**src/design/rcrc_pkg.sv**
```systemverilog
// Shared types, constants and CRC functions for the reflected CRC core.
package rcrc_pkg;

    localparam int unsigned CFG_IDX_W = 2;

    typedef enum logic [CFG_IDX_W-1:0] {
        CFG_POLYNOMIAL    = 2'd0,
        CFG_INITIAL_VALUE = 2'd1,
        CFG_CRC_LENGTH    = 2'd2,
        CFG_CHECK_MODE    = 2'd3
    } cfg_index_t;

    localparam logic [31:0] POLY_RESET     = 32'hEDB8_8320;
    localparam logic [31:0] INIT_RESET     = 32'hFFFF_FFFF;
    localparam logic [2:0]  LEN_RESET      = 3'd4;
    localparam logic [2:0]  LEN_MIN        = 3'd2;
    localparam logic [2:0]  LEN_MAX        = 3'd4;

    // Results queued for the output side by one item
    typedef struct packed {
        logic [31:0] data;   // bytes to send, lowest first
        logic [2:0]  count;  // number of result items
        logic        ok;     // check pass flag
    } burst_t;

    // One byte through the LSB-first CRC: xor in, then eight shift steps
    function automatic logic [31:0] crc_byte_update(input logic [31:0] crc,
                                                    input logic [7:0]  data,
                                                    input logic [31:0] poly);
        logic [31:0] c;
        c = crc ^ {24'd0, data};
        for (int i = 0; i < 8; i++) begin
            if (c[0]) begin
                c = (c >> 1) ^ poly;
            end else begin
                c = c >> 1;
            end
        end
        return c;
    endfunction

    // Clamp the length register into 2..4
    function automatic logic [2:0] crc_len(input logic [2:0] len);
        logic [2:0] l;
        if (len < LEN_MIN) begin
            l = LEN_MIN;
        end else if (len > LEN_MAX) begin
            l = LEN_MAX;
        end else begin
            l = len;
        end
        return l;
    endfunction

endpackage

```
**src/design/rcrc_engine.sv**
```systemverilog
// Input register, configuration registers and CRC/trailer state update.
module rcrc_engine (
    input  logic                          aclk,
    input  logic                          aresetn,
    input  logic                          s_tvalid,
    output logic                          s_tready,
    input  logic [7:0]                    s_tdata,
    input  logic                          s_tlast,
    input  logic                          cfg_valid,
    input  logic [rcrc_pkg::CFG_IDX_W-1:0] cfg_index,
    input  logic [31:0]                   cfg_data,
    input  logic                          emit_free,
    output logic                          burst_load,
    output rcrc_pkg::burst_t              burst
);

    logic        in_valid_reg;
    logic [7:0]  in_byte_reg;
    logic        in_end_reg;

    logic [31:0] poly_reg;
    logic [31:0] init_reg;
    logic [2:0]  crc_length_reg;
    logic        check_mode_reg;

    logic [31:0] crc_reg;
    logic [31:0] crc_next;
    logic        in_trailer_reg;
    logic [2:0]  trailer_count_reg;
    logic        mismatch_reg;

    logic [2:0]  len;
    logic [31:0] crc_upd;
    logic [31:0] inv_crc;
    logic [7:0]  inv_sel;
    logic [2:0]  trail_cnt_inc;
    logic        trail_done;
    logic        byte_mismatch;
    logic        produces;
    logic        fire;

    always_comb begin
        len           = rcrc_pkg::crc_len(crc_length_reg);
        inv_crc       = ~crc_reg;
        inv_sel       = 8'(inv_crc >> {trailer_count_reg[1:0], 3'b000});
        trail_cnt_inc = trailer_count_reg + 3'd1;
        trail_done    = (trail_cnt_inc >= len);
        byte_mismatch = (in_byte_reg != inv_sel);
        crc_upd       = rcrc_pkg::crc_byte_update(crc_reg, in_byte_reg, poly_reg);
        produces      = in_trailer_reg ? trail_done : (in_end_reg && !check_mode_reg);
        // hold the item while the result register cannot take its results
        fire          = in_valid_reg && (!produces || emit_free);
        burst_load    = fire && produces;
        if (in_trailer_reg) begin
            burst.data  = 32'd0;
            burst.count = 3'd1;
            burst.ok    = !(mismatch_reg || byte_mismatch);
        end else begin
            burst.data  = ~crc_upd;
            burst.count = len;
            burst.ok    = 1'b0;
        end

        crc_next = crc_reg;
        if (fire) begin
            if (in_trailer_reg) begin
                if (trail_done) begin
                    crc_next = init_reg;
                end
            end else if (in_end_reg && !check_mode_reg) begin
                crc_next = init_reg;
            end else begin
                crc_next = crc_upd;
            end
        end
        // a start value write reloads the CRC at once
        if (cfg_valid && (rcrc_pkg::cfg_index_t'(cfg_index) == rcrc_pkg::CFG_INITIAL_VALUE))
        begin
            crc_next = cfg_data;
        end
    end

    assign s_tready = !in_valid_reg || fire;

    always_ff @(posedge aclk) begin
        if (!aresetn) begin
            in_valid_reg      <= 1'b0;
            poly_reg          <= rcrc_pkg::POLY_RESET;
            init_reg          <= rcrc_pkg::INIT_RESET;
            crc_length_reg    <= rcrc_pkg::LEN_RESET;
            check_mode_reg    <= 1'b0;
            crc_reg           <= rcrc_pkg::INIT_RESET;
            in_trailer_reg    <= 1'b0;
            trailer_count_reg <= 3'd0;
            mismatch_reg      <= 1'b0;
        end else begin
            if (s_tvalid && s_tready) begin
                in_valid_reg <= 1'b1;
                in_byte_reg  <= s_tdata;
                in_end_reg   <= s_tlast;
            end else if (fire) begin
                in_valid_reg <= 1'b0;
            end

            crc_reg <= crc_next;

            if (fire) begin
                if (in_trailer_reg) begin
                    if (trail_done) begin
                        in_trailer_reg    <= 1'b0;
                        trailer_count_reg <= 3'd0;
                        mismatch_reg      <= 1'b0;
                    end else begin
                        trailer_count_reg <= trail_cnt_inc;
                        mismatch_reg      <= mismatch_reg || byte_mismatch;
                    end
                end else if (in_end_reg && check_mode_reg) begin
                    in_trailer_reg    <= 1'b1;
                    trailer_count_reg <= 3'd0;
                    mismatch_reg      <= 1'b0;
                end
            end

            if (cfg_valid) begin
                unique case (rcrc_pkg::cfg_index_t'(cfg_index))
                    rcrc_pkg::CFG_POLYNOMIAL: begin
                        poly_reg <= cfg_data;
                    end
                    rcrc_pkg::CFG_INITIAL_VALUE: begin
                        init_reg <= cfg_data;
                    end
                    rcrc_pkg::CFG_CRC_LENGTH: begin
                        crc_length_reg <= cfg_data[2:0];
                    end
                    rcrc_pkg::CFG_CHECK_MODE: begin
                        check_mode_reg <= cfg_data[0];
                    end
                    default: begin
                    end
                endcase
            end
        end
    end

endmodule

```
**src/design/rcrc_emit.sv**
```systemverilog
// Result register: sends the queued CRC bytes or the check flag one item a cycle while m_tready is high.
module rcrc_emit (
    input  logic             aclk,
    input  logic             aresetn,
    input  logic             burst_load,
    input  rcrc_pkg::burst_t burst,
    output logic             emit_free,
    output logic             m_tvalid,
    input  logic             m_tready,
    output logic [7:0]       m_tdata,
    output logic             m_tuser,
    output logic             m_tlast
);

    logic [31:0] data_reg;
    logic [2:0]  count_reg;
    logic        ok_reg;

    assign m_tvalid  = (count_reg != 3'd0);
    assign m_tdata   = data_reg[7:0];
    assign m_tuser   = ok_reg;
    assign m_tlast   = (count_reg == 3'd1);
    assign emit_free = (count_reg == 3'd0) || ((count_reg == 3'd1) && m_tready);

    always_ff @(posedge aclk) begin
        if (!aresetn) begin
            count_reg <= 3'd0;
        end else if (burst_load) begin
            count_reg <= burst.count;
            data_reg  <= burst.data;
            ok_reg    <= burst.ok;
        end else if (m_tvalid && m_tready) begin
            // advance to the next byte
            count_reg <= count_reg - 3'd1;
            data_reg  <= data_reg >> 8;
        end
    end

endmodule

```
**src/design/reflected_crc_generate_check_core.sv**
```systemverilog
// An accepted item is held in the input register; its results load the result register
//   once that register is free, and the first result is offered from there.
// Throughput: one input item per cycle; a generating end byte queues 2 to 4 CRC bytes
//   in the result register and a check result a single flag, and the next
//   result-producing item waits in the input register until the register drains.
// Reset (aresetn low, synchronous) restores register defaults, loads the CRC
//   with the initial value and empties the input and result registers.
module reflected_crc_generate_check_core (
    input  logic                          aclk,
    input  logic                          aresetn,
    input  logic                          s_tvalid,
    output logic                          s_tready,
    input  logic [7:0]                    s_tdata,   // [7:0] data_byte
    input  logic                          s_tlast,   // payload_end
    output logic                          m_tvalid,
    input  logic                          m_tready,
    output logic [7:0]                    m_tdata,   // [7:0] crc_byte
    output logic                          m_tuser,   // [0] crc_ok
    output logic                          m_tlast,   // last_result
    input  logic                          cfg_valid,
    output logic                          cfg_ready,
    input  logic [rcrc_pkg::CFG_IDX_W-1:0] cfg_index,
    input  logic [31:0]                   cfg_data
);

    logic             emit_free;
    logic             burst_load;
    rcrc_pkg::burst_t burst;

    assign cfg_ready = 1'b1;

    rcrc_engine u_engine (
        .aclk       (aclk),
        .aresetn    (aresetn),
        .s_tvalid   (s_tvalid),
        .s_tready   (s_tready),
        .s_tdata    (s_tdata),
        .s_tlast    (s_tlast),
        .cfg_valid  (cfg_valid),
        .cfg_index  (cfg_index),
        .cfg_data   (cfg_data),
        .emit_free  (emit_free),
        .burst_load (burst_load),
        .burst      (burst)
    );

    rcrc_emit u_emit (
        .aclk       (aclk),
        .aresetn    (aresetn),
        .burst_load (burst_load),
        .burst      (burst),
        .emit_free  (emit_free),
        .m_tvalid   (m_tvalid),
        .m_tready   (m_tready),
        .m_tdata    (m_tdata),
        .m_tuser    (m_tuser),
        .m_tlast    (m_tlast)
    );

endmodule

```
**config.mk**
```make
export PLATFORM = sky130hd
export DESIGN_NAME = reflected_crc_generate_check_core
export DESIGN_NICKNAME = d
export VERILOG_FILES = /design/src/design/rcrc_pkg.sv /design/src/design/rcrc_engine.sv /design/src/design/rcrc_emit.sv /design/src/design/reflected_crc_generate_check_core.sv
export SDC_FILE = /design/constraint.sdc
export NUM_CORES = 1
export LEC_CHECK = 0
export BUFFER_PORTS_ARGS = -buffer_cell sky130_fd_sc_hd__buf_2
export CORE_UTILIZATION = 30
export CTS_CLUSTER_DIAMETER = 100
export DETAILED_ROUTE_END_ITERATION = 6
export PLACE_DENSITY = 0.44
export SLEW_MARGIN = 20
export SYNTH_ARGS = -nofsm -noshare
export SYNTH_HDL_FRONTEND = slang
export SYNTH_SLANG_ARGS = --single-unit
```
**constraint.sdc**
```tcl
create_clock -name aclk -period 12.55 [get_ports aclk]
set_input_delay 0.6275 -clock aclk [delete_from_list [all_inputs] [get_ports aclk]]
set_output_delay 0.6275 -clock aclk [all_outputs]
set_load 0.05 [all_outputs]
```
# [After elaboration in Yosys (flattened, before gate mapping)]
# Index checks and enable logic that the tools add are counted.
[word_totals] ff_bits=151 output_inout_bits=13
[op_classes] addsub=2 n_lt_le_gt_ge=3 eq_ne=6 shifts=1 muxes=32 n_bitwise=11 reduce_logical=32
[ops] op="2-to-1 mux 32 bit" n=15
[ops] op="bitwise XOR 31 x 32 -> 32 bit" n=8
[ops] op="NOT 32 bit" n=2
[ops] op="2-to-1 mux 36 bit" n=1
[ops] op="right shift 32 x 5 -> 8 bit" n=1
[ops] op="bitwise XOR 32 x 8 -> 32 bit" n=1
[ops] op="2-to-1 mux 3 bit" n=7
[ops] op="AND reduction 2 bit" n=9
[ops] op="2-to-1 mux 1 bit" n=9
[ops] op="logical AND 1 bit" n=8
[ops] op="!= test 8 bit" n=1
[ops] op="nonzero test 2 bit" n=4
[ops] op="== test 2 bit, second input constant" n=2
[ops] op="zero test 1 bit" n=4
[ops] op="logical OR 1 bit" n=4
[ops] op="adder 3 x 1 -> 3 bit, second input constant" n=1
[ops] op="== test 3 x 1 -> 1 bit, second input constant" n=1
[ops] op="greater-or-equal comparator 3 bit" n=1
[ops] op="greater-than comparator 3 bit, second input constant" n=1
[ops] op="zero test 3 bit" n=1
[ops] op="< comparator 3 x 2 -> 1 bit, second input constant" n=1
[ops] op="!= test 3 bit, second input constant" n=1
[ops] op="nonzero test 3 bit" n=1
[ops] op="subtractor 3 x 1 -> 3 bit, second input constant" n=1
[ops] op="2 further kinds" n=2

# [Depth between registers and ports, before layout]
# Gate-level depths: netlist of run 1.
[depth] ltp_word=21 depth_mapped=18

# [Cells and area by module]
# From an unflattened synthesis of run 1, not the netlist that was laid out.
[hier_totals] cells_unflattened=1273 hier_area_um2=10866.7
[by_module_without_submodules] module="rcrc_engine" n_inst=1 cells_per_inst=1163 area_per_inst_um2=9192.6 seq_area_each_um2=2392.3
[by_module_without_submodules] module="rcrc_emit" n_inst=1 cells_per_inst=108 area_per_inst_um2=1662.8 seq_area_each_um2=1051.0
[by_module_without_submodules] module="reflected_crc_generate_check_core" n_inst=1 cells_per_inst=2 area_per_inst_um2=11.3 seq_area_each_um2=0.0

# [Worst setup path after synthesis of run 1]
# OpenSTA, ideal clock, no wires.
[synth_timing] kind="register to register" from="register u_engine.in_byte_reg[2]" to="register u_emit.data_reg[29] (data pin)" arrival_ps=3675 t_required_ps=12280 setup_slack_ps=8606 path_stages_with_launch=19 synth_period_minus_slack_ps=3944 path_cell_list="edfxtp_1 > xor2_1 > buf_2 > or3_1 > a21oi_1 > a21oi_1 > and3_1 > clkbuf_1 > or2_1 > buf_2 > xnor3_1 > o21a_1 > a211o_1 > buf_6 > buf_6 > xnor2_2 > buf_4 > and3_1 > nor3_1"
[synth_via] elab_chain_cells=18
[synth_lines] item="start: declaration" line="rcrc_engine.sv:18" rtl="logic [7:0] in_byte_reg;"
[synth_lines] item="start signal: assignment" line="rcrc_engine.sv:99" rtl="in_byte_reg <= s_tdata;"
[synth_lines] item="bitwise XOR 32 x 8 -> 32 bit *" line="rcrc_pkg.sv:31" rtl="c = crc ^ {24'd0, data};"
[synth_lines] item="bitwise XOR 31 x 32 -> 32 bit" line="rcrc_pkg.sv:34" rtl="c = (c >> 1) ^ poly;"
[synth_lines] item="2-to-1 mux 32 bit *" line="rcrc_pkg.sv:33" rtl="if (c[0]) begin"
[synth_lines] item="bitwise XOR 31 x 32 -> 32 bit" line="rcrc_pkg.sv:34"
[synth_lines] item="2-to-1 mux 32 bit * (2 in series)" line="rcrc_pkg.sv:33"
[synth_lines] item="bitwise XOR 31 x 32 -> 32 bit" line="rcrc_pkg.sv:34"
[synth_lines] item="2-to-1 mux 32 bit *" line="rcrc_pkg.sv:33"
[synth_lines] item="bitwise XOR 31 x 32 -> 32 bit" line="rcrc_pkg.sv:34"
[synth_lines] item="2-to-1 mux 32 bit * (2 in series)" line="rcrc_pkg.sv:33"
[synth_lines] item="bitwise XOR 31 x 32 -> 32 bit or 2-to-1 mux 32 bit (tied branches)" line="rcrc_pkg.sv:34, rcrc_pkg.sv:33"
[synth_lines] item="2-to-1 mux 32 bit *" line="rcrc_pkg.sv:33"
[synth_lines] item="bitwise XOR 31 x 32 -> 32 bit or 2-to-1 mux 32 bit (tied branches)" line="rcrc_pkg.sv:34, rcrc_pkg.sv:33"
[synth_lines] item="2-to-1 mux 32 bit *" line="rcrc_pkg.sv:33"
[synth_lines] item="NOT 32 bit *" line="rcrc_engine.sv:59" rtl="burst.data = ~crc_upd;"
[synth_lines] item="2-to-1 mux 36 bit *" line="rcrc_engine.sv:54" rtl="if (in_trailer_reg) begin"
[synth_lines] item="2-to-1 mux 32 bit *" line="rcrc_emit.sv:28" rtl="end else if (burst_load) begin"
[synth_lines] item="end signal: assignment" line="rcrc_emit.sv:30" rtl="data_reg <= burst.data;"
[synth_lines] item="end signal: assignment" line="rcrc_emit.sv:35" rtl="data_reg <= data_reg >> 8;"
[synth_lines] item="end: declaration" line="rcrc_emit.sv:15" rtl="logic [31:0] data_reg;"
# Mark *: on every way between the ends. The rest lies on a longest branch, timed or not.
# A chain may end at the register's enable or synchronous reset.

# [Worst setup path in the final report of run 1]
[layout_timing] from="register u_engine.poly_reg[1]" to="register u_emit.data_reg[1] (data pin)"
[layout_via] elab_chain_cells=18
[layout_lines] item="start: declaration" line="rcrc_engine.sv:21" rtl="logic [31:0] poly_reg;"
[layout_lines] item="start signal: assignment" line="rcrc_engine.sv:88" rtl="poly_reg <= rcrc_pkg::POLY_RESET;"
[layout_lines] item="start signal: assignment" line="rcrc_engine.sv:127" rtl="poly_reg <= cfg_data;"
[layout_lines] item="bitwise XOR 31 x 32 -> 32 bit" line="rcrc_pkg.sv:34"
[layout_lines] item="2-to-1 mux 32 bit" line="rcrc_pkg.sv:33"
[layout_lines] item="bitwise XOR 31 x 32 -> 32 bit" line="rcrc_pkg.sv:34"
[layout_lines] item="2-to-1 mux 32 bit (2 in series)" line="rcrc_pkg.sv:33"
[layout_lines] item="bitwise XOR 31 x 32 -> 32 bit" line="rcrc_pkg.sv:34"
[layout_lines] item="2-to-1 mux 32 bit" line="rcrc_pkg.sv:33"
[layout_lines] item="bitwise XOR 31 x 32 -> 32 bit" line="rcrc_pkg.sv:34"
[layout_lines] item="2-to-1 mux 32 bit" line="rcrc_pkg.sv:33"
[layout_lines] item="bitwise XOR 31 x 32 -> 32 bit" line="rcrc_pkg.sv:34"
[layout_lines] item="2-to-1 mux 32 bit" line="rcrc_pkg.sv:33"
[layout_lines] item="bitwise XOR 31 x 32 -> 32 bit" line="rcrc_pkg.sv:34"
[layout_lines] item="2-to-1 mux 32 bit" line="rcrc_pkg.sv:33"
[layout_lines] item="bitwise XOR 31 x 32 -> 32 bit" line="rcrc_pkg.sv:34"
[layout_lines] item="2-to-1 mux 32 bit *" line="rcrc_pkg.sv:33"
[layout_lines] item="NOT 32 bit *" line="rcrc_engine.sv:59"
[layout_lines] item="2-to-1 mux 36 bit *" line="rcrc_engine.sv:54"
[layout_lines] item="2-to-1 mux 32 bit *" line="rcrc_emit.sv:28"
# Marks and branches as above.

==> flow_metrics.py, run 1 <==
metrics = {
    "pwr": {
        "ir_drop_mv": 0.104,
        "swShare": 0.421,
        "switching_power_uw": 1050,
        "power.internal_uw": 1440,
        "p_leak_uw": 0.00495,
        "seq_power_share": 0.252,
        "p_comb_frac": 0.557,
        "power_density_mw_per_mm2": 206,
        "p_total_uw": 2490,
        "power.share.clock": 0.191,
    },
    "sta": {
        "tightest_slew_ns": 1.04,
        "period_minus_slack_ns": 5.37,
        "finalSetupTns_ns": 0,
        "period_share": 0.428,
        "fin_worst_skew_ns": 0.00973,
        "hold_viol": 0,
        "maxSlewHeadroom": 0.305,
        "rsz0062_at_grt": "no",
        "layout_setup_ws_ns": 7.18,
        "setup_viol": 0,
        "timing.fmax_ghz": 0.186,
        "drv_slew": 0,
    },
    "cells_and_area": {
        "final_common_cell": "nand2_1",
        "nFillCells": 3780,
        "finish.utilization": 0.338,
        "antenna_cells": 0,
        "nNetsFinal": 1362,
        "drive_above_1_share": 0.109,
        "final_cell_mix": "nand2_1 (355), xnor2_1 (170), dfxtp_1 (109)",
        "syn2layout_area_growth_pct": 10.2,
    },
    "place": {
        "place_congestion": 0.852,
        "portBuffers": 59,
        "place_hpwl_um": 27000,
        "post-place-ws_ns": 7.16,
    },
    "critical_path": {
        "path_class": "reg -> reg",
        "reg2reg_from": "u_engine.poly_reg[1]",
        "r2r_end": "u_emit.data_reg[1]",
        "critPathArrivalTime_ns": 5.53,
        "cp_slowest_stage_delay_ns": 0.84,
        "r2r_cells": 12,
        "end_kind": "flip-flop",
        "cp_max_fo": 29,
        "cp_slowest_cell": "xor2_4",
        "path_delay_family": "XOR/XNOR gates",
        "startpoint_type": "flip-flop",
        "path_buf_inv": 1,
        "r2r_setup_slack_ns": 7.18,
        "worstPathCellList": "inv_1 -> or3_1 -> o32ai_1 -> a21oi_1 -> a21oi_1 -> or2_1 -> xor2_4 -> nand2_1 -> xnor2_1 -> xnor3_1 -> xnor2_1 -> o21ai_1",
        "critPathRequiredTime_ns": 12.71,
    },
    "clocking": {
        "htreeDepth": 4,
        "numCtsBuffers": 17,
        "insertion_delay_ns": 0.43,
        "clockBufferDepth": 2,
        "ctsResizeCount": 0,
        "cts_root_buffer": "clkbuf_16",
        "holdBufCountCts": 0,
        "cts_sinks": 151,
        "postCtsSetupBuffers": 0,
        "clkSlewWorstSetupHoldPaths_ns": 0.07,
        "tritoncts": "done",
    },
    "floorplan": {
        "io_pins": 61,
        "core_area_mm2": 0.0358,
        "die_height_um": 193,
        "fp.dieW_um": 193,
        "start_util": 0.307,
        "die_area_mm2": 0.0374,
        "row_count": 69,
    },
    "yosys": {
        "synth-seq-area-share": 0.313,
        "synth_edf_count": 42,
        "synth_area_leader_cell": "dfxtp_1",
        "synthesis.nets": 1384,
        "syn_inst": 1329,
        "ys_warn_count": 0,
        "ys_ff_latch": 151,
        "ys_top_cells_by_area": "dfxtp_1 (20%), xnor2_1 (14%), nand2_1 (12%)",
        "ys_types": 73,
        "syn_area_mm2": 0.0110,
        "synth-main-ff-cell": "dfxtp_1",
        "avgSynthCellArea_um2": 8.27,
        "synth-async-reset-ratio": 0,
        "synth_top_area_frac": 0.199,
    },
    "routing": {
        "via_per_inst": 5.15,
        "ant_nets": 0,
        "drt_iter0_drc": 651,
        "drc": 3,
        "wl_um": 38000,
        "first_pass_iters": 7,
        "routedWlPerCell_um": 21.4,
        "route.vias.total": 9176,
    },
    "global_route": {
        "grt.overflow.total": 0,
        "grt_max_degree": 51,
        "first_global_vias": 8676,
        "antenna_found_initial": 0,
        "grt_pass1_wl_um": 57300,
        "grt_usage": 0.204,
    },
    "worst_hold_path": {
        "holdPathEnd": "u_engine.in_end_reg",
        "hp-start": "s_tlast",
        "whs_path_depth": 1,
        "hold_path.class": "in -> reg",
    },
    "run_status": {
        "status": "finished, violations left",
        "violations": "design-rule violations",
    },
    "run": {
        "drv_cap": 0,
    },
}
logic make-up (layout without fill, tap and decap cells):
| family | Yosys count | in the layout | synth area share |
|---|---|---|---|
| xor+xnor | 234 | 234 | 0.228 |
| fa+ha+maj | 7 | 7 | 0.00797 |
| compound gates | 257 | 257 | 0.161 |
| other cells | 1 | 1 | 0.000341 |
| mux | 43 | 43 | 0.0484 |
| simple gates | 487 | 487 | 0.183 |
| buf+inv | 149 | 140 | 0.0580 |
| flops | 151 | 151 | 0.313 |
worst register-to-register path, stage by stage, from the launching register on:
cell     delay [ns]
dfxtp_1        0.82
inv_1          0.36
or3_1          0.42
o32ai_1        0.14
a21oi_1        0.13
a21oi_1        0.46
or2_1          0.38
xor2_4         0.84
nand2_1        0.17
xnor2_1        0.28
xnor3_1        0.38
xnor2_1        0.56
o21ai_1        0.15
worst max-delay path by stage:
stage / endpoint / from / slack (ns) / cells after the start
floorplan: u_emit.data_reg[29] / u_engine.in_byte_reg[2] / 8.61 / 18
global placement: u_emit.data_reg[1] / u_engine.in_byte_reg[2] / 7.12 / 12
detailed placement: u_emit.data_reg[1] / u_engine.in_byte_reg[2] / 7.16 / 13
CTS: u_emit.data_reg[1] / u_engine.in_byte_reg[2] / 7.08 / 12
global route: u_emit.data_reg[1] / u_engine.in_byte_reg[1] / 6.89 / 12
finish: u_emit.data_reg[1] / u_engine.poly_reg[1] / 7.18 / 12
per-stage QoR:
stage,std cells,hold slack [ns],instance area [um^2]
floorplan,1329,0.426,11000
global placement,1749,0.433,11600
detailed placement,1749,0.439,11600
CTS,1781,0.349,12100
global route,1781,0.347,12100
finish,1781,0.370,12100
cell usage after synthesis, types with 8 or more instances:
library cell / number
mux4_2: 8
buf_4: 11
nor2_1: 58
and3_1: 8
a21oi_1: 42
xnor2_1: 173
mux2i_1: 34
xnor3_1: 22
edfxtp_1: 42
nand2_1: 355
dfxtp_1: 109
clkbuf_1: 89
buf_2: 11
a221o_1: 26
nor3_1: 9
xor3_1: 9
xor2_1: 28
inv_1: 26
o21ai_1: 29
a21o_1: 62
o21ai_0: 40
nand3_1: 18
o211ai_1: 15
power by group through the flow:
stage	Clock [uW]	Combinational [uW]	Sequential (uW)
global placement	0	1370	638
finish	475	1390	627
detailed placement	0	1380	637
floorplan	0	1040	597
global route	506	1480	631
CTS	487	1380	627
layer usage:
metal,GRT usage,share of wire,up-vias
li1,-,-,4437
met1,0.292,0.48,4434
met2,0.312,0.45,263
met3,0.0300,0.047,42
met4,0.0681,0.026,0
met5,0,0,-
layout make-up:
type                            instances  area, um^2  area share
Clock inverter                         11        73.8     0.00610
Inverter                               28         105     0.00868
Clock buffer                           21         450      0.0372
Multi-Input combinational cell       1029        7010       0.579
Sequential cell                       151        3440       0.284
Timing Repair Buffer                   80         453      0.0374
Tap cell                              461         577      0.0476
Power figures use the tool's default switching activity.
==> run 2, diff against run 1 <==
PLACE_DENSITY = 0.46   (was 0.44)
clock period = 4.7 ns   (was 12.55 ns; I/O delays follow)
==> run 2 against run 1 <==
- the run still ends with design-rule violations left
- routed wire length shrank 1.7%
- clock power grew to 3.1 times the previous value
- non-clock buffer count grew 34
- sequential share of layout area shrank 1.0 points
- sequential cell count is the same
- die area is the same
- clock skew grew 0.0028 ns
- register-to-register slack lost 7.0 ns
- setup slack lost 7.0 ns
- final area grew 3.8%
- critical path type unchanged
- largest cell class unchanged
==> flow_metrics.py, run 2 (synthesis gave the netlist of run 1 again) <==
metrics = {
    "worst_hold_path": {
        "whs_path_depth": 1,
        "holdPathEnd": "u_engine.in_byte_reg[0]",
        "hp-start": "s_tdata[0]",
        "hold_path.class": "in -> reg",
    },
    "run_status": {
        "violations": "design-rule violations",
        "status": "finished, violations left",
    },
    "clocking": {
        "postCtsSetupBuffers": 0,
        "htreeDepth": 4,
        "clockBufferDepth": 2,
        "cts_root_buffer": "clkbuf_16",
        "tritoncts": "done",
        "numCtsBuffers": 17,
        "cts_sinks": 151,
        "insertion_delay_ns": 0.44,
        "clkSlewWorstSetupHoldPaths_ns": 0.07,
    },
    "critical_path": {
        "critPathArrivalTime_ns": 4.72,
        "worstPathCellList": "xnor2_2 -> xnor2_1 -> o221a_1 -> a2111oi_2 -> o31ai_1 -> o41ai_4 -> xnor3_1 -> o211a_1 -> buf_4 -> o21ai_1 -> xnor3_1 -> xnor2_1 -> nor2_1",
        "reg2reg_from": "u_engine.in_byte_reg[0]",
        "r2r_setup_slack_ns": 0.16,
        "cp_max_fo": 13,
        "cp_slowest_stage_delay_ns": 0.53,
        "path_class": "reg -> reg",
        "end_kind": "flip-flop",
        "critPathRequiredTime_ns": 4.88,
        "r2r_cells": 13,
        "startpoint_type": "flip-flop",
        "cp_slowest_cell": "o211a_1",
        "r2r_end": "u_emit.data_reg[24]",
    },
    "sta": {
        "period_share": 0.967,
        "tightest_slew_ns": 1.09,
        "hold_viol": 0,
        "timing.fmax_ghz": 0.220,
        "setup_viol": 0,
        "fin_worst_skew_ns": 0.0125,
        "maxSlewHeadroom": 0.267,
        "drv_slew": 0,
        "rsz0062_at_grt": "yes",
        "period_minus_slack_ns": 4.54,
        "finalSetupTns_ns": 0,
    },
    "routing": {
        "dr_wl_met3_um": 1830,
        "met1Wirelength_um": 18000,
        "route.met2.wl_um": 16700,
        "first_pass_iters": 7,
        "top_layer": "met4",
        "drc": 1,
        "drt_iter0_drc": 764,
        "via_per_inst": 5.19,
        "ant_nets": 0,
        "route.vias.total": 9419,
        "routedWlPerCell_um": 20.6,
        "wl_um": 37400,
    },
    "global_route": {
        "first_global_vias": 8911,
        "grt_usage": 0.200,
        "grt_max_degree": 50,
        "antenna_found_initial": 0,
        "grt_pass1_wl_um": 56900,
        "grt.overflow.total": 0,
    },
    "pwr": {
        "p_leak_uw": 0.00519,
        "ir_drop_mv": 0.278,
        "p_total_uw": 7050,
        "power_density_mw_per_mm2": 561,
    },
    "cells_and_area": {
        "drive_above_1_share": 0.127,
        "final_common_cell": "nand2_1",
        "final_cell_mix": "nand2_1 (355), xnor2_1 (168), dfxtp_1 (109)",
        "nNetsFinal": 1396,
        "syn2layout_area_growth_pct": 14.4,
        "antenna_cells": 0,
        "nFillCells": 3698,
    },
    "floorplan": {
        "row_count": 69,
        "die_area_mm2": 0.0374,
        "core_area_mm2": 0.0358,
        "fp.dieW_um": 193,
        "die_height_um": 193,
        "io_pins": 61,
        "start_util": 0.307,
    },
    "run": {
        "drv_cap": 0,
    },
    "place": {
        "place_hpwl_um": 27000,
        "portBuffers": 59,
        "place_congestion": 0.835,
    },
}
## run 2: what timing repair did
action / in CTS / in global routing
pin swaps: 0 / 0
resized for setup: 3 / 2
endpoints found under the setup margin: 2 / 4
endpoints found under the hold margin: 8 / 0
hold buffers: 8 / 0
## run 2: power breakdown
| group | switching, uW | total, uW | internal [uW] |
|---|---|---|---|
| registers | 162 | 1670 | 1500 |
| logic | 2120 | 3920 | 1800 |
| clock network | 620 | 1460 | 838 |
## run 2: worst max path at each step
stage,startpoint,to,slack [ns],cells after the start
5_1_grt,u_engine.in_byte_reg[0],u_emit.data_reg[24],-0.008,13
4_1_cts,u_engine.in_byte_reg[0],u_emit.data_reg[24],0.17,12
3_3_place_gp,u_engine.in_byte_reg[0],u_emit.data_reg[24],0.01,12
2_1_floorplan,u_engine.in_byte_reg[2],u_emit.data_reg[30],0.76,18
6_report,u_engine.in_byte_reg[0],u_emit.data_reg[24],0.16,13
3_5_place_dp,u_engine.in_byte_reg[0],u_emit.data_reg[24],-0.02,12
## run 2: cell type report
cell class / instances / area [um^2] / share of cell area
clock inverters: 11 / 133 / 0.0106
clock buffers: 21 / 472 / 0.0375
inverters: 28 / 105 / 0.00836
flip-flops and latches: 151 / 3440 / 0.274
multi-input cells: 1029 / 7010 / 0.558
repair buffers: 114 / 828 / 0.0659
well taps: 461 / 577 / 0.0459
## run 2: per-layer routing
layer | vias to the layer above | global-route usage
met1 | 4563 | 0.287
met3 | 44 | 0.0277
met4 | 0 | 0.0631
li1 | 4514 | -
met2 | 298 | 0.309
met5 | - | 0
## run 2: worst max-delay path: cells and delay by family (launching register included)
kind,cells,cell delay [ns]
simple gates,1,0.08
buf+inv,1,0.23
compound gates,6,1.73
flops,1,0.52
xor+xnor,5,1.72
## run 2: metrics by stage
step	area (um^2)	hold WS [ns]	util	cells	setup WS, ns
after floorplan	11000	0.334	-	1329	0.756
after global placement	11800	0.412	0.331	1775	0.0149
after detailed placement	11800	0.413	0.331	1775	-0.0161
after CTS	12600	0.0156	0.350	1815	0.173
after global routing	12600	0.0108	0.351	1815	-0.00809
final	12600	0.0239	0.351	1815	0.157
